[src/rtl/ors_pkg.sv]
`timescale 1ns / 1ps

package ors_pkg;

    localparam int unsigned ROM_BITS    = 64;
    localparam int unsigned POS_W       = 7;
    localparam int unsigned MAX_DEVICES = 8;

    localparam logic [POS_W-1:0] NO_FORK       = 7'd64;
    localparam logic [POS_W-1:0] COUNT_MAX     = 7'd127;
    localparam logic [POS_W-1:0] DEVICE_LIMIT  = POS_W'(MAX_DEVICES);
    localparam logic [5:0]       LAST_POSITION = 6'd63;

    localparam logic [1:0] MODE_CLEAR = 2'd0;
    localparam logic [1:0] MODE_BEGIN = 2'd1;
    localparam logic [1:0] MODE_PAIR  = 2'd2;

    localparam logic [2:0] ST_TAKEN   = 3'd0;
    localparam logic [2:0] ST_MORE    = 3'd1;
    localparam logic [2:0] ST_LAST    = 3'd2;
    localparam logic [2:0] ST_NOBODY  = 3'd3;
    localparam logic [2:0] ST_NOREPLY = 3'd4;
    localparam logic [2:0] ST_BEGUN   = 3'd5;
    localparam logic [2:0] ST_IGNORED = 3'd6;
    localparam logic [2:0] ST_CLEARED = 3'd7;

    typedef struct packed {
        logic [1:0] mode;
        logic       presence;
        logic       id_bit;
        logic       complement_bit;
    } ors_item_t;

    typedef struct packed {
        logic                write_bit;
        logic [2:0]          status;
        logic [ROM_BITS-1:0] rom_id;
        logic [2:0]          device_index;
    } ors_result_t;

    typedef struct packed {
        logic                in_pass;
        logic [POS_W-1:0]    bit_position;
        logic [POS_W-1:0]    previous_fork;
        logic [POS_W-1:0]    pass_fork;
        logic [ROM_BITS-1:0] previous_rom;
        logic [ROM_BITS-1:0] building_rom;
        logic [POS_W-1:0]    devices_found;
    } ors_state_t;

    localparam ors_state_t STATE_RESET = '{
        in_pass:       1'b0,
        bit_position:  '0,
        previous_fork: NO_FORK,
        pass_fork:     NO_FORK,
        previous_rom:  '0,
        building_rom:  '0,
        devices_found: '0
    };

endpackage

[src/rtl/ors_item_if.sv]
`timescale 1ns / 1ps

interface ors_item_if;
    logic       valid;
    logic       ready;
    logic [1:0] mode;
    logic       presence;
    logic       id_bit;
    logic       complement_bit;

    modport source (output valid, output mode, output presence, output id_bit,
                    output complement_bit, input ready);
    modport sink (input valid, input mode, input presence, input id_bit,
                  input complement_bit, output ready);
endinterface

[src/rtl/ors_result_if.sv]
`timescale 1ns / 1ps

interface ors_result_if;
    logic        valid;
    logic        ready;
    logic        write_bit;
    logic [2:0]  status;
    logic [63:0] rom_id;
    logic [2:0]  device_index;

    modport source (output valid, output write_bit, output status, output rom_id,
                    output device_index, input ready);
    modport sink (input valid, input write_bit, input status, input rom_id,
                  input device_index, output ready);
endinterface

[src/rtl/ors_step.sv]
`timescale 1ns / 1ps

module ors_step (
    input  ors_pkg::ors_item_t   item,
    input  ors_pkg::ors_state_t  cur,
    output ors_pkg::ors_state_t  nxt,
    output ors_pkg::ors_result_t res
);

    logic [5:0]                   p;
    logic [ors_pkg::POS_W-1:0]    p_ext;
    logic                         dir;
    logic [ors_pkg::ROM_BITS-1:0] rom_built;
    logic [ors_pkg::POS_W-1:0]    count_next;
    logic [ors_pkg::POS_W-1:0]    fork_next;

    assign p     = cur.bit_position[5:0];
    assign p_ext = {1'b0, p};

    always_comb
    begin
        nxt        = cur;
        res        = '0;
        dir        = 1'b0;
        fork_next  = cur.pass_fork;
        rom_built  = cur.building_rom;
        count_next = (cur.devices_found < ors_pkg::COUNT_MAX)
                     ? cur.devices_found + 7'd1 : ors_pkg::COUNT_MAX;
        case (item.mode)
            ors_pkg::MODE_CLEAR:
            begin
                nxt        = ors_pkg::STATE_RESET;
                res.status = ors_pkg::ST_CLEARED;
            end
            ors_pkg::MODE_BEGIN:
            begin
                if (item.presence)
                begin
                    nxt.in_pass      = 1'b1;
                    nxt.bit_position = '0;
                    nxt.pass_fork    = ors_pkg::NO_FORK;
                    nxt.building_rom = '0;
                    res.status       = ors_pkg::ST_BEGUN;
                end
                else
                begin
                    nxt.in_pass = 1'b0;
                    res.status  = ors_pkg::ST_NOBODY;
                end
            end
            ors_pkg::MODE_PAIR:
            begin
                if (!cur.in_pass)
                begin
                    res.status = ors_pkg::ST_IGNORED;
                end
                else if (item.id_bit && item.complement_bit)
                begin
                    nxt.in_pass = 1'b0;
                    res.status  = ors_pkg::ST_NOREPLY;
                end
                else
                begin
                    if (item.id_bit != item.complement_bit)
                    begin
                        dir = item.id_bit;
                    end
                    else if (p_ext == cur.previous_fork)
                    begin
                        dir = 1'b1;
                    end
                    else
                    begin
                        dir = (p_ext > cur.previous_fork) ? 1'b0 : cur.previous_rom[p];
                        if (!dir)
                        begin
                            fork_next = p_ext;
                        end
                    end
                    rom_built        = cur.building_rom | ({63'b0, dir} << p);
                    nxt.pass_fork    = fork_next;
                    nxt.building_rom = rom_built;
                    nxt.bit_position = p_ext + 7'd1;
                    res.write_bit    = dir;
                    if (p != ors_pkg::LAST_POSITION)
                    begin
                        res.status = ors_pkg::ST_TAKEN;
                    end
                    else
                    begin
                        nxt.previous_fork = fork_next;
                        nxt.previous_rom  = rom_built;
                        nxt.devices_found = count_next;
                        nxt.in_pass       = 1'b0;
                        nxt.bit_position  = '0;
                        res.rom_id        = rom_built;
                        res.device_index  = cur.devices_found[2:0];
                        res.status = ((fork_next != ors_pkg::NO_FORK)
                                      && (count_next < ors_pkg::DEVICE_LIMIT))
                                     ? ors_pkg::ST_MORE : ors_pkg::ST_LAST;
                    end
                end
            end
            default:
            begin
                res.status = ors_pkg::ST_IGNORED;
            end
        endcase
    end

endmodule

[src/rtl/onewire_rom_search_engine.sv]
// Throughput: one item per cycle unless the result stalls. The input and result
// registers each hold one beat; an item's result beat is offered once it moves
// from the input register into the result register, updating the search state.
// A stalled result only stops input once the input register is also full.
// Reset (rst_n low, asynchronous) empties both registers and returns the
// search state to its cleared values.
`timescale 1ns / 1ps

module onewire_rom_search_engine (
    input logic         clk,
    input logic         rst_n,
    ors_item_if.sink    item,
    ors_result_if.source result
);

    logic                 s1_valid_reg;
    ors_pkg::ors_item_t   s1_item_reg;
    logic                 out_valid_reg;
    ors_pkg::ors_result_t out_result_reg;
    ors_pkg::ors_state_t  state_reg;
    ors_pkg::ors_state_t  state_next;
    ors_pkg::ors_result_t result_next;
    logic                 advance;
    logic                 in_take;

    assign advance = s1_valid_reg && (!out_valid_reg || result.ready);
    assign in_take = item.valid && item.ready;

    assign item.ready = !s1_valid_reg || advance;

    ors_step u_step (
        .item (s1_item_reg),
        .cur  (state_reg),
        .nxt  (state_next),
        .res  (result_next)
    );

    always_ff @(posedge clk or negedge rst_n)
    begin
        if (!rst_n)
        begin
            s1_valid_reg  <= 1'b0;
            out_valid_reg <= 1'b0;
            state_reg     <= ors_pkg::STATE_RESET;
        end
        else
        begin
            if (item.ready)
            begin
                s1_valid_reg <= item.valid;
            end
            if (advance)
            begin
                out_valid_reg <= 1'b1;
                state_reg     <= state_next;
            end
            else if (result.ready)
            begin
                out_valid_reg <= 1'b0;
            end
        end
    end

    always_ff @(posedge clk)
    begin
        if (in_take)
        begin
            s1_item_reg.mode           <= item.mode;
            s1_item_reg.presence       <= item.presence;
            s1_item_reg.id_bit         <= item.id_bit;
            s1_item_reg.complement_bit <= item.complement_bit;
        end
        if (advance)
        begin
            out_result_reg <= result_next;
        end
    end

    assign result.valid        = out_valid_reg;
    assign result.write_bit    = out_result_reg.write_bit;
    assign result.status       = out_result_reg.status;
    assign result.rom_id       = out_result_reg.rom_id;
    assign result.device_index = out_result_reg.device_index;

endmodule

[src/flat_wrapper.sv]
// flat-port wrapper written by rule: the top's interface ports become plain ports
module onewire_rom_search_engine_flat 
  (clk, rst_n, item_valid, item_mode, item_presence, item_id_bit, item_complement_bit, item_ready, result_valid, result_write_bit, result_status, result_rom_id, result_device_index, result_ready);
  ors_item_if item_i ();
  ors_result_if result_i ();
  input logic clk;
  input logic rst_n;
  input wire logic [$bits(item_i.valid)-1:0] item_valid;
  input wire logic [$bits(item_i.mode)-1:0] item_mode;
  input wire logic [$bits(item_i.presence)-1:0] item_presence;
  input wire logic [$bits(item_i.id_bit)-1:0] item_id_bit;
  input wire logic [$bits(item_i.complement_bit)-1:0] item_complement_bit;
  output wire logic [$bits(item_i.ready)-1:0] item_ready;
  output wire logic [$bits(result_i.valid)-1:0] result_valid;
  output wire logic [$bits(result_i.write_bit)-1:0] result_write_bit;
  output wire logic [$bits(result_i.status)-1:0] result_status;
  output wire logic [$bits(result_i.rom_id)-1:0] result_rom_id;
  output wire logic [$bits(result_i.device_index)-1:0] result_device_index;
  input wire logic [$bits(result_i.ready)-1:0] result_ready;
  assign item_i.valid = item_valid;
  assign item_i.mode = item_mode;
  assign item_i.presence = item_presence;
  assign item_i.id_bit = item_id_bit;
  assign item_i.complement_bit = item_complement_bit;
  assign item_ready = item_i.ready;
  assign result_valid = result_i.valid;
  assign result_write_bit = result_i.write_bit;
  assign result_status = result_i.status;
  assign result_rom_id = result_i.rom_id;
  assign result_device_index = result_i.device_index;
  assign result_i.ready = result_ready;
  onewire_rom_search_engine u_core (.clk(clk), .rst_n(rst_n), .item(item_i), .result(result_i));
endmodule
[config.mk]
export PLATFORM = sky130hd
export DESIGN_NAME = onewire_rom_search_engine_flat
export DESIGN_NICKNAME = d
export VERILOG_FILES = /design/src/rtl/ors_pkg.sv /design/src/rtl/ors_item_if.sv /design/src/rtl/ors_result_if.sv /design/src/rtl/ors_step.sv /design/src/rtl/onewire_rom_search_engine.sv /design/src/flat_wrapper.sv
export SDC_FILE = /design/constraint.sdc
export NUM_CORES = 1
export LEC_CHECK = 0
export ABC_AREA = 1
export BUFFER_PORTS_ARGS = -buffer_cell sky130_fd_sc_hd__buf_2
export CAP_MARGIN = 20
export CORE_ASPECT_RATIO = 1.25
export CORE_UTILIZATION = 67
export CTS_BUF_LIST = sky130_fd_sc_hd__clkbuf_8
export CTS_CLUSTER_DIAMETER = 80
export DETAILED_ROUTE_END_ITERATION = 6
export HOLD_SLACK_MARGIN = 0.15
export PLACE_DENSITY = 0.87
export SLEW_MARGIN = 20
export SYNTH_ARGS = -nofsm -noshare
export SYNTH_HDL_FRONTEND = slang
export SYNTH_SLANG_ARGS = --single-unit
[constraint.sdc]
create_clock -name clk -period 4.2 [get_ports clk]
set_input_delay 0.42 -clock clk [delete_from_list [all_inputs] [get_ports clk]]
set_output_delay 0.42 -clock clk [all_outputs]
set_load 0.02 [all_outputs]
* After elaboration in Yosys (flattened, before gate mapping)
Index checks and enable logic that the tools add are counted.
W data, S select, Z words.
** Storage, ports and cells
- Register bits :: 234
- Output and inout bits :: 73
- Word-level logic and storage cells :: 93
** Operators by class
- Magnitude comparators :: 4
- Shift-type cells :: 1
- Eq/ne operators :: 10
- Bitwise logic cells :: 3
- Add/subtract/negate cells :: 2
- Reduce and logical (&&, ||, !) cells :: 17
- Multiplexer cells :: 39
** Operators with widths (number)
- $pmux W64 S3 :: 1
- $mux W157 :: 1
- $mux W156 :: 1
- $mux W64 :: 2
- $pmux W64 S2 :: 1
- $mux W7 :: 10
- $or A64 B64 Y64 :: 1
- $shl A1 B6 Y64 :: 1
- $pmux W7 S2 :: 2
- $pmux W8 S3 :: 1
- $pmux W7 S3 :: 1
- $mux W15 :: 1
- $mux W1 :: 11
- $reduce_and A5 Y1 :: 2
- $mux W3 :: 3
- $pmux W3 S3 :: 1
- $add A6 B1 Y7 const B :: 1
- $add A7 B1 Y7 const B :: 1
- $eq A6 B7 Y1 :: 1
- $gt A6 B7 Y1 :: 1
- $lt A6 B7 Y1 const B :: 1
- $lt A7 B4 Y1 const B :: 1
- $lt A7 B7 Y1 const B :: 1
- $ne A7 B7 Y1 const B :: 1
- 18 further kinds :: 28

* Longest topological paths before layout
Gate-level depths: netlist (run 1).
- Depth after elaboration :: 16
- Depth in mapped cells :: 21
- Depth with buffers taken out :: 18

* Hierarchy
A second synthesis (run 1) with hierarchy kept.
** Unflattened totals
- Cell total of the unflattened synthesis :: 1771
- Area total of the unflattened synthesis :: 13290.2 µm²
** By module, submodules not included
- onewire_rom_search_engine :: seq. area each 6263.5 µm², cells each 767, instances 1, area each 8530.7 µm²
- ors_step :: seq. area each 0.0 µm², cells each 1004, instances 1, area each 4759.6 µm²

* Worst setup path before layout (run 1)
No wires, ideal clock.
- Path type :: reg-to-reg
- From :: register u_core.out_valid_reg (netlist: u_core.result.valid)
- To :: register u_core.out_result_reg, in the netlist u_core.result.device_index[0] (enable)
- Arrival time :: 2.099 ns
- Path slack :: 1.676 ns
- Clock period less this slack :: 2.524 ns
- Buffers on the path :: 0
- Stages on the path, launching flop included :: 4
- Cells stage by stage :: dfrtp_1 -> nand2_1 -> nand2_1 -> inv_1
** On the way
- Longest elaborated chain between the ends :: 3
** RTL lines
- from (decl) :: line onewire_rom_search_engine.sv:18 : logic out_valid_reg;
- from (signal assigned) :: line onewire_rom_search_engine.sv:43 : out_valid_reg <= 1'b0;
- from (signal assigned) :: line onewire_rom_search_engine.sv:54 : out_valid_reg <= 1'b1;
- from (signal assigned) :: line onewire_rom_search_engine.sv:59 : out_valid_reg <= 1'b0;
- $logic_not A1 Y1 :: line onewire_rom_search_engine.sv:26 : assign advance = s1_valid_reg && (!out_valid_reg || result.ready);
- $logic_or A1 B1 Y1 :: line onewire_rom_search_engine.sv:26
- $logic_and A1 B1 Y1 :: line onewire_rom_search_engine.sv:26
- via u_core.advance :: line onewire_rom_search_engine.sv:23 : logic advance;
- to (signal assigned) :: line onewire_rom_search_engine.sv:75 : out_result_reg <= result_next;
- to (decl) :: line onewire_rom_search_engine.sv:19 : ors_pkg::ors_result_t out_result_reg;
The timed path passes the listed nets, and every way through them passes these cells.
A chain may end at the register's enable or synchronous reset.

* Worst setup path in the final report (run 1)
- From :: register u_core.state_reg[149] (netlist name)
- To :: register u_core.out_result_reg, in the netlist u_core.result.rom_id[57], data pin
** On the way
- Longest elaborated chain between the ends :: 10
** RTL lines
- from (decl) :: line onewire_rom_search_engine.sv:20 : ors_pkg::ors_state_t state_reg;
- from (signal assigned) :: line onewire_rom_search_engine.sv:44 : state_reg <= ors_pkg::STATE_RESET;
- from (signal assigned) :: line onewire_rom_search_engine.sv:55 : state_reg <= state_next;
- $bmux W1 S6 :: line ors_step.sv:74 : dir = (p_ext > cur.previous_fork) ? 1'b0 : cur.previous_rom[p];
- $mux W1 (not written as such) :: line ors_step.sv:74
- $mux W1 :: line ors_step.sv:74
- $mux W1 :: line ors_step.sv:68 : else if (p_ext == cur.previous_fork)
- $mux W1 :: line ors_step.sv:64 : if (item.id_bit != item.complement_bit)
- $mux W1 :: line ors_step.sv:57 : else if (item.id_bit && item.complement_bit)
- $mux W1 :: line ors_step.sv:53 : if (!cur.in_pass)
- $mux W1 :: line ors_step.sv:29 : case (item.mode)
- $shl A1 B6 Y64 :: line ors_step.sv:80 : rom_built = cur.building_rom | ({63'b0, dir} << p);
- $or A64 B64 Y64 :: line ors_step.sv:80
Parallel ways exist; a longest one is shown, timed or not. The select of a mux whose other input is x is not followed.

==> flow_summary.toml, run 1 <==
[sta]
period_needed_ns = 3.657
worst_slew_pin_slew_ns = 1.086
setup_viol = 0
slew_headroom = 0.2761
fin_setup_tns_ns = 0
fmax_mhz = 273.5
finalCritPeriodShare = 0.8707
rsz0062_at_grt = "no"
finalHoldViolCount = 0
slew_violations = 0
fin_skew_ns = 0.02633

[drt]
postRouteAntennaNets = 0
vias = 9262
wl_per_cell_um = 16.89
vias_per_cell = 5.892
drtIter0Drc = 948
finalWirelength_um = 26550
drc = 0
firstDrtPassIters = 5

[clock_network]
cts.path.max_buffers = 3
cts.sinks = 234
cts_setup_buffers = 0
cts_made_buffers = 37
clockRootBuffer = "clkbuf_8"
post_cts_resized = 0
htreeDepth = 2
path_clk_slew_ns = 0.06
cts_tree = "yes"
worstSkewPairLatency_ns = 0.54

[outcome]
status = "finished clean"

[finish]
finalNetCount = 1351
diodes = 0
final_util = 0.7617
drive_above_1_share = 0.1600
largest_reg_flops = 156
area_growth_syn_to_layout_pct = 10.93
design_area_um2 = 12340

[grt]
grt_use_total = 0.3286
grt.overflow.total = 0
grt_max_degree = 89
grt_pass1_vias = 8957
antenna_found_initial = 0
grt_pass1_wl_um = 43410

[synth]
yosysWarningCount = 0
async_flop_share = 0.6752
syn_nets = 1286
avgSynthCellArea_um2 = 8.801
synth_top_family_by_area = "simple AND/OR/NAND/NOR gates"
yosysSeqAreaShare = 0.5608
synthMuxAreaShare = 0
synth.most_common_cell = "nand2_1"
ys.flop_type = "dfrtp_1"
synth-simple-area-share = 0.2541
synth_top_area_frac = 0.3509
ys_types = 36
ys_top_cells_by_count = "nand2_1 (311), nand3_1 (211), dfrtp_1 (156), nor2_1 (97), inv_1 (94)"
ys_ff_latch = 234
synthCells = 1264
synth_compound_area_frac = 0.09965
yosysTopAreaCell = "dfrtp_1"
synth_xor_area_frac = 0.001575
synth_area_leaders = "dfrtp_1 (35%), edfxtp_1 (21%), nand2_1 (10%), nand3_1 (9.5%), nor2_1 (3.3%)"
synthAdderAreaFrac = 0.01462
synth_edf_count = 76
syn-cell-area_um2 = 11120

[worst_setup_path]
crit_arrival_ns = 4.04
cp_max_fo = 36
worst_ep_required_time_ns = 4.58
crit_type = "reg2reg"
startpoint_type = "register"
cp-end-kind = "register"

[floorplanning]
num_io_pins = 82
fp.dieH_um = 146.1
die_w_um = 117.3
core_region_area_um2 = 16200
initial_core_util = 0.6867
die_area_um2 = 17130
num_rows = 52

[power_and_ir_drop]
ir_drop_uv = 296.1
power_density_nw_per_um2 = 415.0
p_total_mw = 5.121
p_leak_nw = 5.392

[flow_run]
maxCapViolCount = 0

[placement]
dpl_cell_area_um2 = 11590
gp_congestion = 0.9213
hpwlAfterDp_um = 16740
place.port_buffers = 81

[hold_path]
hp-class = "in2reg"
[logic make-up after synthesis]
group                      count (synthesis)
xor gates and xnor gates                   2
and+or+nand+nor                          648
DFF                                      234
AOI/OAI and AO/OA                        184
buffers and inverters                    183
adders and majority gates                 13
[area by class of cell]
type | instances | area (um2)
clock buffer | 39 | 536.8
clock inverter | 27 | 137.6
fill | 1154 | 3860
inverter | 99 | 382.9
multi-input combinational | 847 | 4115
sequential | 234 | 6238
tap | 216 | 270.3
timing repair buffer | 110 | 659.4
[stage by stage]
step | cells | worst slack (ns) | hold WS (ns)
after floorplan | 1264 | 1.676 | 0.1244
after global placement | 1499 | 0.7258 | 0.4623
after detailed placement | 1499 | 0.7123 | 0.4658
after CTS | 1572 | 0.6929 | 0.1577
after global routing | 1572 | 0.3395 | 0.2015
final | 1572 | 0.5432 | 0.1762
[layer usage]
layer,up-vias,wire length [um],track usage
met1,4352,10240,0.4332
met3,117,2062,0.05978
met4,0,1569,0.1981
met5,-,0,0
li1,4333,-,-
met2,460,12680,0.5050
[critical path: stages, from the launching register on]
cell,delay (ns)
dfrtp_1,1.06
inv_8,0.23
ha_1,0.37
nand2_1,0.04
nor3_1,0.18
nor2_1,0.16
nand2_4,0.20
nand3_4,0.11
nor2_2,0.39
nand3_1,0.22
o21ai_1,0.32
nand2_1,0.09
nor2_1,0.12
[layout by cell type (no fill, tap or decap), types with 2 or more instances in the layout]
cell type | Yosys | final
edfxtp_1 | 76 | 76
inv_2 | 4 | 5
clkinv_2 | 0 | 6
nor3_1 | 5 | 5
nor2_2 | 7 | 7
xor2_1 | 2 | 2
o211ai_1 | 2 | 2
buf_4 | 2 | 21
nor2_1 | 97 | 97
nand3_2 | 7 | 7
nand2_4 | 2 | 2
o21bai_1 | 4 | 4
clkbuf_8 | 0 | 39
o21ai_2 | 37 | 37
o21ai_1 | 41 | 41
dfstp_2 | 2 | 2
nand2_1 | 311 | 311
clkinv_1 | 0 | 3
buf_2 | 7 | 80
nand4_1 | 2 | 2
dfrtp_1 | 156 | 156
ha_1 | 13 | 13
inv_1 | 94 | 108
nand3_1 | 211 | 211
dlygate4sd3_1 | 0 | 7
nand3_4 | 2 | 2
o22ai_1 | 12 | 12
a21oi_1 | 13 | 13
o21ai_0 | 72 | 72
[power breakdown]
group	internal [mW]	switching, mW	leakage, nW
Sequential	2.52	0.0829	2.94
Clock	0.921	0.866	0.409
Combinational	0.194	0.534	2.04
Total	3.64	1.48	5.39
[path summary, 6_finish.rpt]
path / startpoint / slack [ns] / end / cells after the start
setup / recovery: u_core.state_reg[149]$_DFFE_PN0P_ / 0.54 / u_core.result.rom_id[57]$_SDFFCE_PP0P_ / 12
hold / removal: result_ready / 0.18 / u_core.result.valid$_DFFE_PN0P_ / 4
setup reg to reg: u_core.state_reg[149]$_DFFE_PN0P_ / 0.54 / u_core.result.rom_id[57]$_SDFFCE_PP0P_ / 12
hold reg to reg: u_core.state_reg[88]$_DFFE_PN0P_ / 0.48 / u_core.state_reg[88]$_DFFE_PN0P_ / 2
max in group asynchronous: rst_n / 2.79 / u_core.state_reg[74]$_DFFE_PN0P_ / 3
min in group asynchronous: rst_n / 0.53 / u_core.result.valid$_DFFE_PN0P_ / 2
[what timing repair did]
action / in CTS / in global routing
setup endpoints to repair: 0 / 0
endpoints found under the hold margin: 91 / 0
hold buffers: 7 / 0
Note: power is estimated with default switching activity, not from simulation.
==> inputs of run 2 (changes only) <==
--- a/config.mk
+++ b/config.mk
@@ -5,7 +5,6 @@
 export SDC_FILE = /design/constraint.sdc
 export NUM_CORES = 1
 export LEC_CHECK = 0
-export ABC_AREA = 1
 export BUFFER_PORTS_ARGS = -buffer_cell sky130_fd_sc_hd__buf_2
 export CAP_MARGIN = 20
 export CORE_ASPECT_RATIO = 1.25
@@ -14,7 +13,7 @@
 export CTS_CLUSTER_DIAMETER = 80
 export DETAILED_ROUTE_END_ITERATION = 6
 export HOLD_SLACK_MARGIN = 0.15
-export PLACE_DENSITY = 0.87
+export PLACE_DENSITY = 0.88
 export SLEW_MARGIN = 20
 export SYNTH_ARGS = -nofsm -noshare
 export SYNTH_HDL_FRONTEND = slang
==> run 2 against run 1 <==
Compared with the run above:
- clock power increased by 5%
- largest cell class unchanged
- highest routed layer unchanged
- via count decreased by 10%
- critical endpoint is now u_core.result.rom_id[55]$_SDFFCE_PP0P_
- flip-flop and latch count unchanged
- sequential share of layout area increased by 2.2 points
- critical path type unchanged
- die area decreased by 5.8%
- critical path depth decreased by 4
- sequential power decreased by 7%
- largest power group unchanged
- routed wire length decreased by 0.46%
- global-route usage increased by 1.3 points
==> flow_summary.toml, run 2 <==
[clock_network]
cts.path.max_buffers = 3
clockRootBuffer = "clkbuf_8"
cts.sinks = 234
path_clk_slew_ns = 0.07
cts_made_buffers = 35
cts_setup_buffers = 0
worstSkewPairLatency_ns = 0.52
post_cts_resized = 0
cts_tree = "yes"
htreeDepth = 2
cts_hold_buf = 7

[hold_path]
hold_depth = 4
holdPathEnd = "u_core.s1_valid_reg$_DFFE_PN0N_"
min-delay-start = "result_ready"
hp-class = "in2reg"

[floorplanning]
die_area_um2 = 16130
num_io_pins = 82
core_region_area_um2 = 15140
num_rows = 50
fp.dieH_um = 141.7
initial_core_util = 0.6914
die_w_um = 113.8

[drt]
vias_per_cell = 6.447
drtIter0Drc = 907
drc = 0
postRouteAntennaNets = 0
firstDrtPassIters = 5
wl_per_cell_um = 20.55
finalWirelength_um = 26430
vias = 8291

[sta]
period_needed_ns = 3.547
rsz0062_at_grt = "no"
slew_headroom = 0.2608
fin_skew_ns = 0.02298
slew_violations = 0
setup_viol = 0
finalCritPeriodShare = 0.8445
worst_slew_pin_slew_ns = 1.105
fmax_mhz = 282.0
finalHoldViolCount = 0
fin_setup_tns_ns = 0
finalHoldWorstSlack_ns = 0.3236

[worst_setup_path]
cp-end-kind = "register"
cp.buffers_inverters = 2
crit_type = "reg2reg"
crit_arrival_ns = 3.77
crit_chain = "buf_4 > mux4_2 > o2111ai_1 > a41oi_1 > o21a_1 > buf_4 > o211ai_1 > a21oi_1"
cpMostUsedCell = "buf_4"
startpoint_type = "register"
r2r_cells = 8
r2r-start = "u_core.state_reg[150]$_DFFE_PN0P_"
reg2reg_slack_ns = 0.65
cp_max_fo = 26
worst_ep_required_time_ns = 4.43
critPathSlowestCell = "dfrtp_1"
reg2reg_to = "u_core.result.rom_id[55]$_SDFFCE_PP0P_"
slowest_delay_ns = 0.69
crit_family = "compound AO/OA/AOI/OAI gates"

[flow_run]
maxCapViolCount = 0

[synth]
ys_top_cells_by_count = "nand2_1 (185), dfrtp_1 (156), edfxtp_1 (76), and3_1 (67), nand3_1 (62)"
synth_area_leaders = "dfrtp_1 (37%), edfxtp_1 (22%), nand2_1 (6.6%), and3_1 (4.0%), nand3_1 (3.0%)"
syn-cell-area_um2 = 10470
synthCells = 977
synth_top_area_frac = 0.3729
synth.most_common_cell = "nand2_1"
synth_edf_count = 76
async_flop_share = 0.6752
syn_nets = 999
ys.flop_type = "dfrtp_1"
yosysWarningCount = 0
ys_types = 55
yosysSeqAreaShare = 0.5960
avgSynthCellArea_um2 = 10.71
ys_ff_latch = 234
yosysTopAreaCell = "dfrtp_1"

[grt]
top_usage_layer = "met2"
antenna_found_initial = 0
grt_max_degree = 113
grt.overflow.total = 0
use_met3 = 0.05425
grt_util_met1 = 0.4539
grt_use_total = 0.3416
grt_pass1_vias = 7907
grt_use_met2 = 0.5520
grt_pass1_wl_um = 42010

[power_and_ir_drop]
p_leak_nw = 5.420
p_clk_frac = 0.401
power_frac_comb = 0.077
seq_power_share = 0.521
swShare = 0.2472
internal_power_mw = 3.531
p_sw_mw = 1.159
ir_drop_uv = 326.3
power_density_nw_per_um2 = 396.5

[finish]
largest_reg_flops = 156
final_common_cell = "nand2_1"
drive_above_1_share = 0.1660
ff_latch_area_um2 = 6238
area_growth_syn_to_layout_pct = 13.02
final_cell_mix = "nand2_1 (185), dfrtp_1 (156), buf_2 (80)"
final_util = 0.7814
finalNetCount = 1073
diodes = 0
stdcell_count = 1286
multiInputGateArea_um2 = 3819
nFillCells = 961

[placement]
gp_congestion = 0.9686
hpwlAfterDp_um = 17380
dp.cells = 1215
place.port_buffers = 81

[outcome]
status = "finished clean"
run 2: changes by cell type after synthesis, moves of 17 or more:
cell	delta
and3_1	+67
o21ai_2	-35
o31ai_1	+22
buf_1	-17
nand2_1	-126
o21ai_0	-32
nand3_1	-149
o21ai_1	-40
a21oi_1	+23
nor2_1	-53
inv_1	-66
run 2: cell type report:
cell class | count | share of cell area
timing repair buffer | 112 | 0.05722
inverter | 29 | 0.009201
clock inverter | 19 | 0.009096
clock buffer | 45 | 0.05235
multi-input combinational | 639 | 0.3228
tap | 208 | 0.02200
sequential | 234 | 0.5273
run 2: how the worst max path moves through the flow:
| stage | start | end | slack (ns) | cells after the start |
|---|---|---|---|---|
| floorplan | u_core.result.valid$_DFFE_PN0P_ | u_core.state_reg[144]$_DFFE_PN0P_ | 0.38 | 5 |
| global placement | u_core.state_reg[150]$_DFFE_PN0P_ | u_core.result.rom_id[62]$_SDFFCE_PP0P_ | 0.87 | 10 |
| detailed placement | u_core.state_reg[150]$_DFFE_PN0P_ | u_core.state_reg[12]$_DFFE_PN0P_ | 0.75 | 10 |
| CTS | u_core.state_reg[150]$_DFFE_PN0P_ | u_core.result.rom_id[62]$_SDFFCE_PP0P_ | 0.76 | 8 |
| global route | u_core.state_reg[150]$_DFFE_PN0P_ | u_core.result.rom_id[55]$_SDFFCE_PP0P_ | 0.39 | 10 |
| finish | u_core.state_reg[150]$_DFFE_PN0P_ | u_core.result.rom_id[55]$_SDFFCE_PP0P_ | 0.65 | 8 |
run 2: cells by family after synthesis:
| group | count (synthesis) | share of synthesized area |
|---|---|---|
| AND/OR/NAND/NOR | 414 | 0.1842 |
| flip-flops | 234 | 0.5960 |
| AO/OA/AOI/OAI | 189 | 0.1274 |
| buffers and inverters | 104 | 0.04172 |
| multiplexers | 23 | 0.03514 |
| adder cells (fa/ha/maj) | 13 | 0.01554 |
run 2: layer usage:
metal / up-vias / part of all wire
li1: 3686 / -
met1: 4046 / 0.38
met2: 471 / 0.50
met3: 88 / 0.082
met4: 0 / 0.044
met5: - / 0
run 2: worst reg2reg max path, stage by stage (launching register included):
cell and delay, ns:
dfrtp_1 0.69, buf_4 0.44, mux4_2 0.58, o2111ai_1 0.22, a41oi_1 0.21, o21a_1 0.42
buf_4 0.30, o211ai_1 0.26, a21oi_1 0.13
run 2: metrics by stage:
stage,setup WS [ns],instance area [um2],power [mW]
2_1_floorplan,0.3849,10470,2.708
3_3_place_gp,0.8717,11030,2.828
3_5_place_dp,0.7539,11030,2.838
4_1_cts,0.7631,11830,4.703
5_1_grt,0.3905,11830,4.836
6_report,0.6533,11830,4.690
run 2: power by group through the flow:
stage,logic (mW),clock network [mW],registers (mW)
after floorplan,0.161,0,2.55
after global placement,0.342,0,2.49
after detailed placement,0.351,0,2.49
after CTS,0.357,1.90,2.44
after global routing,0.388,2.00,2.45
final,0.363,1.88,2.44
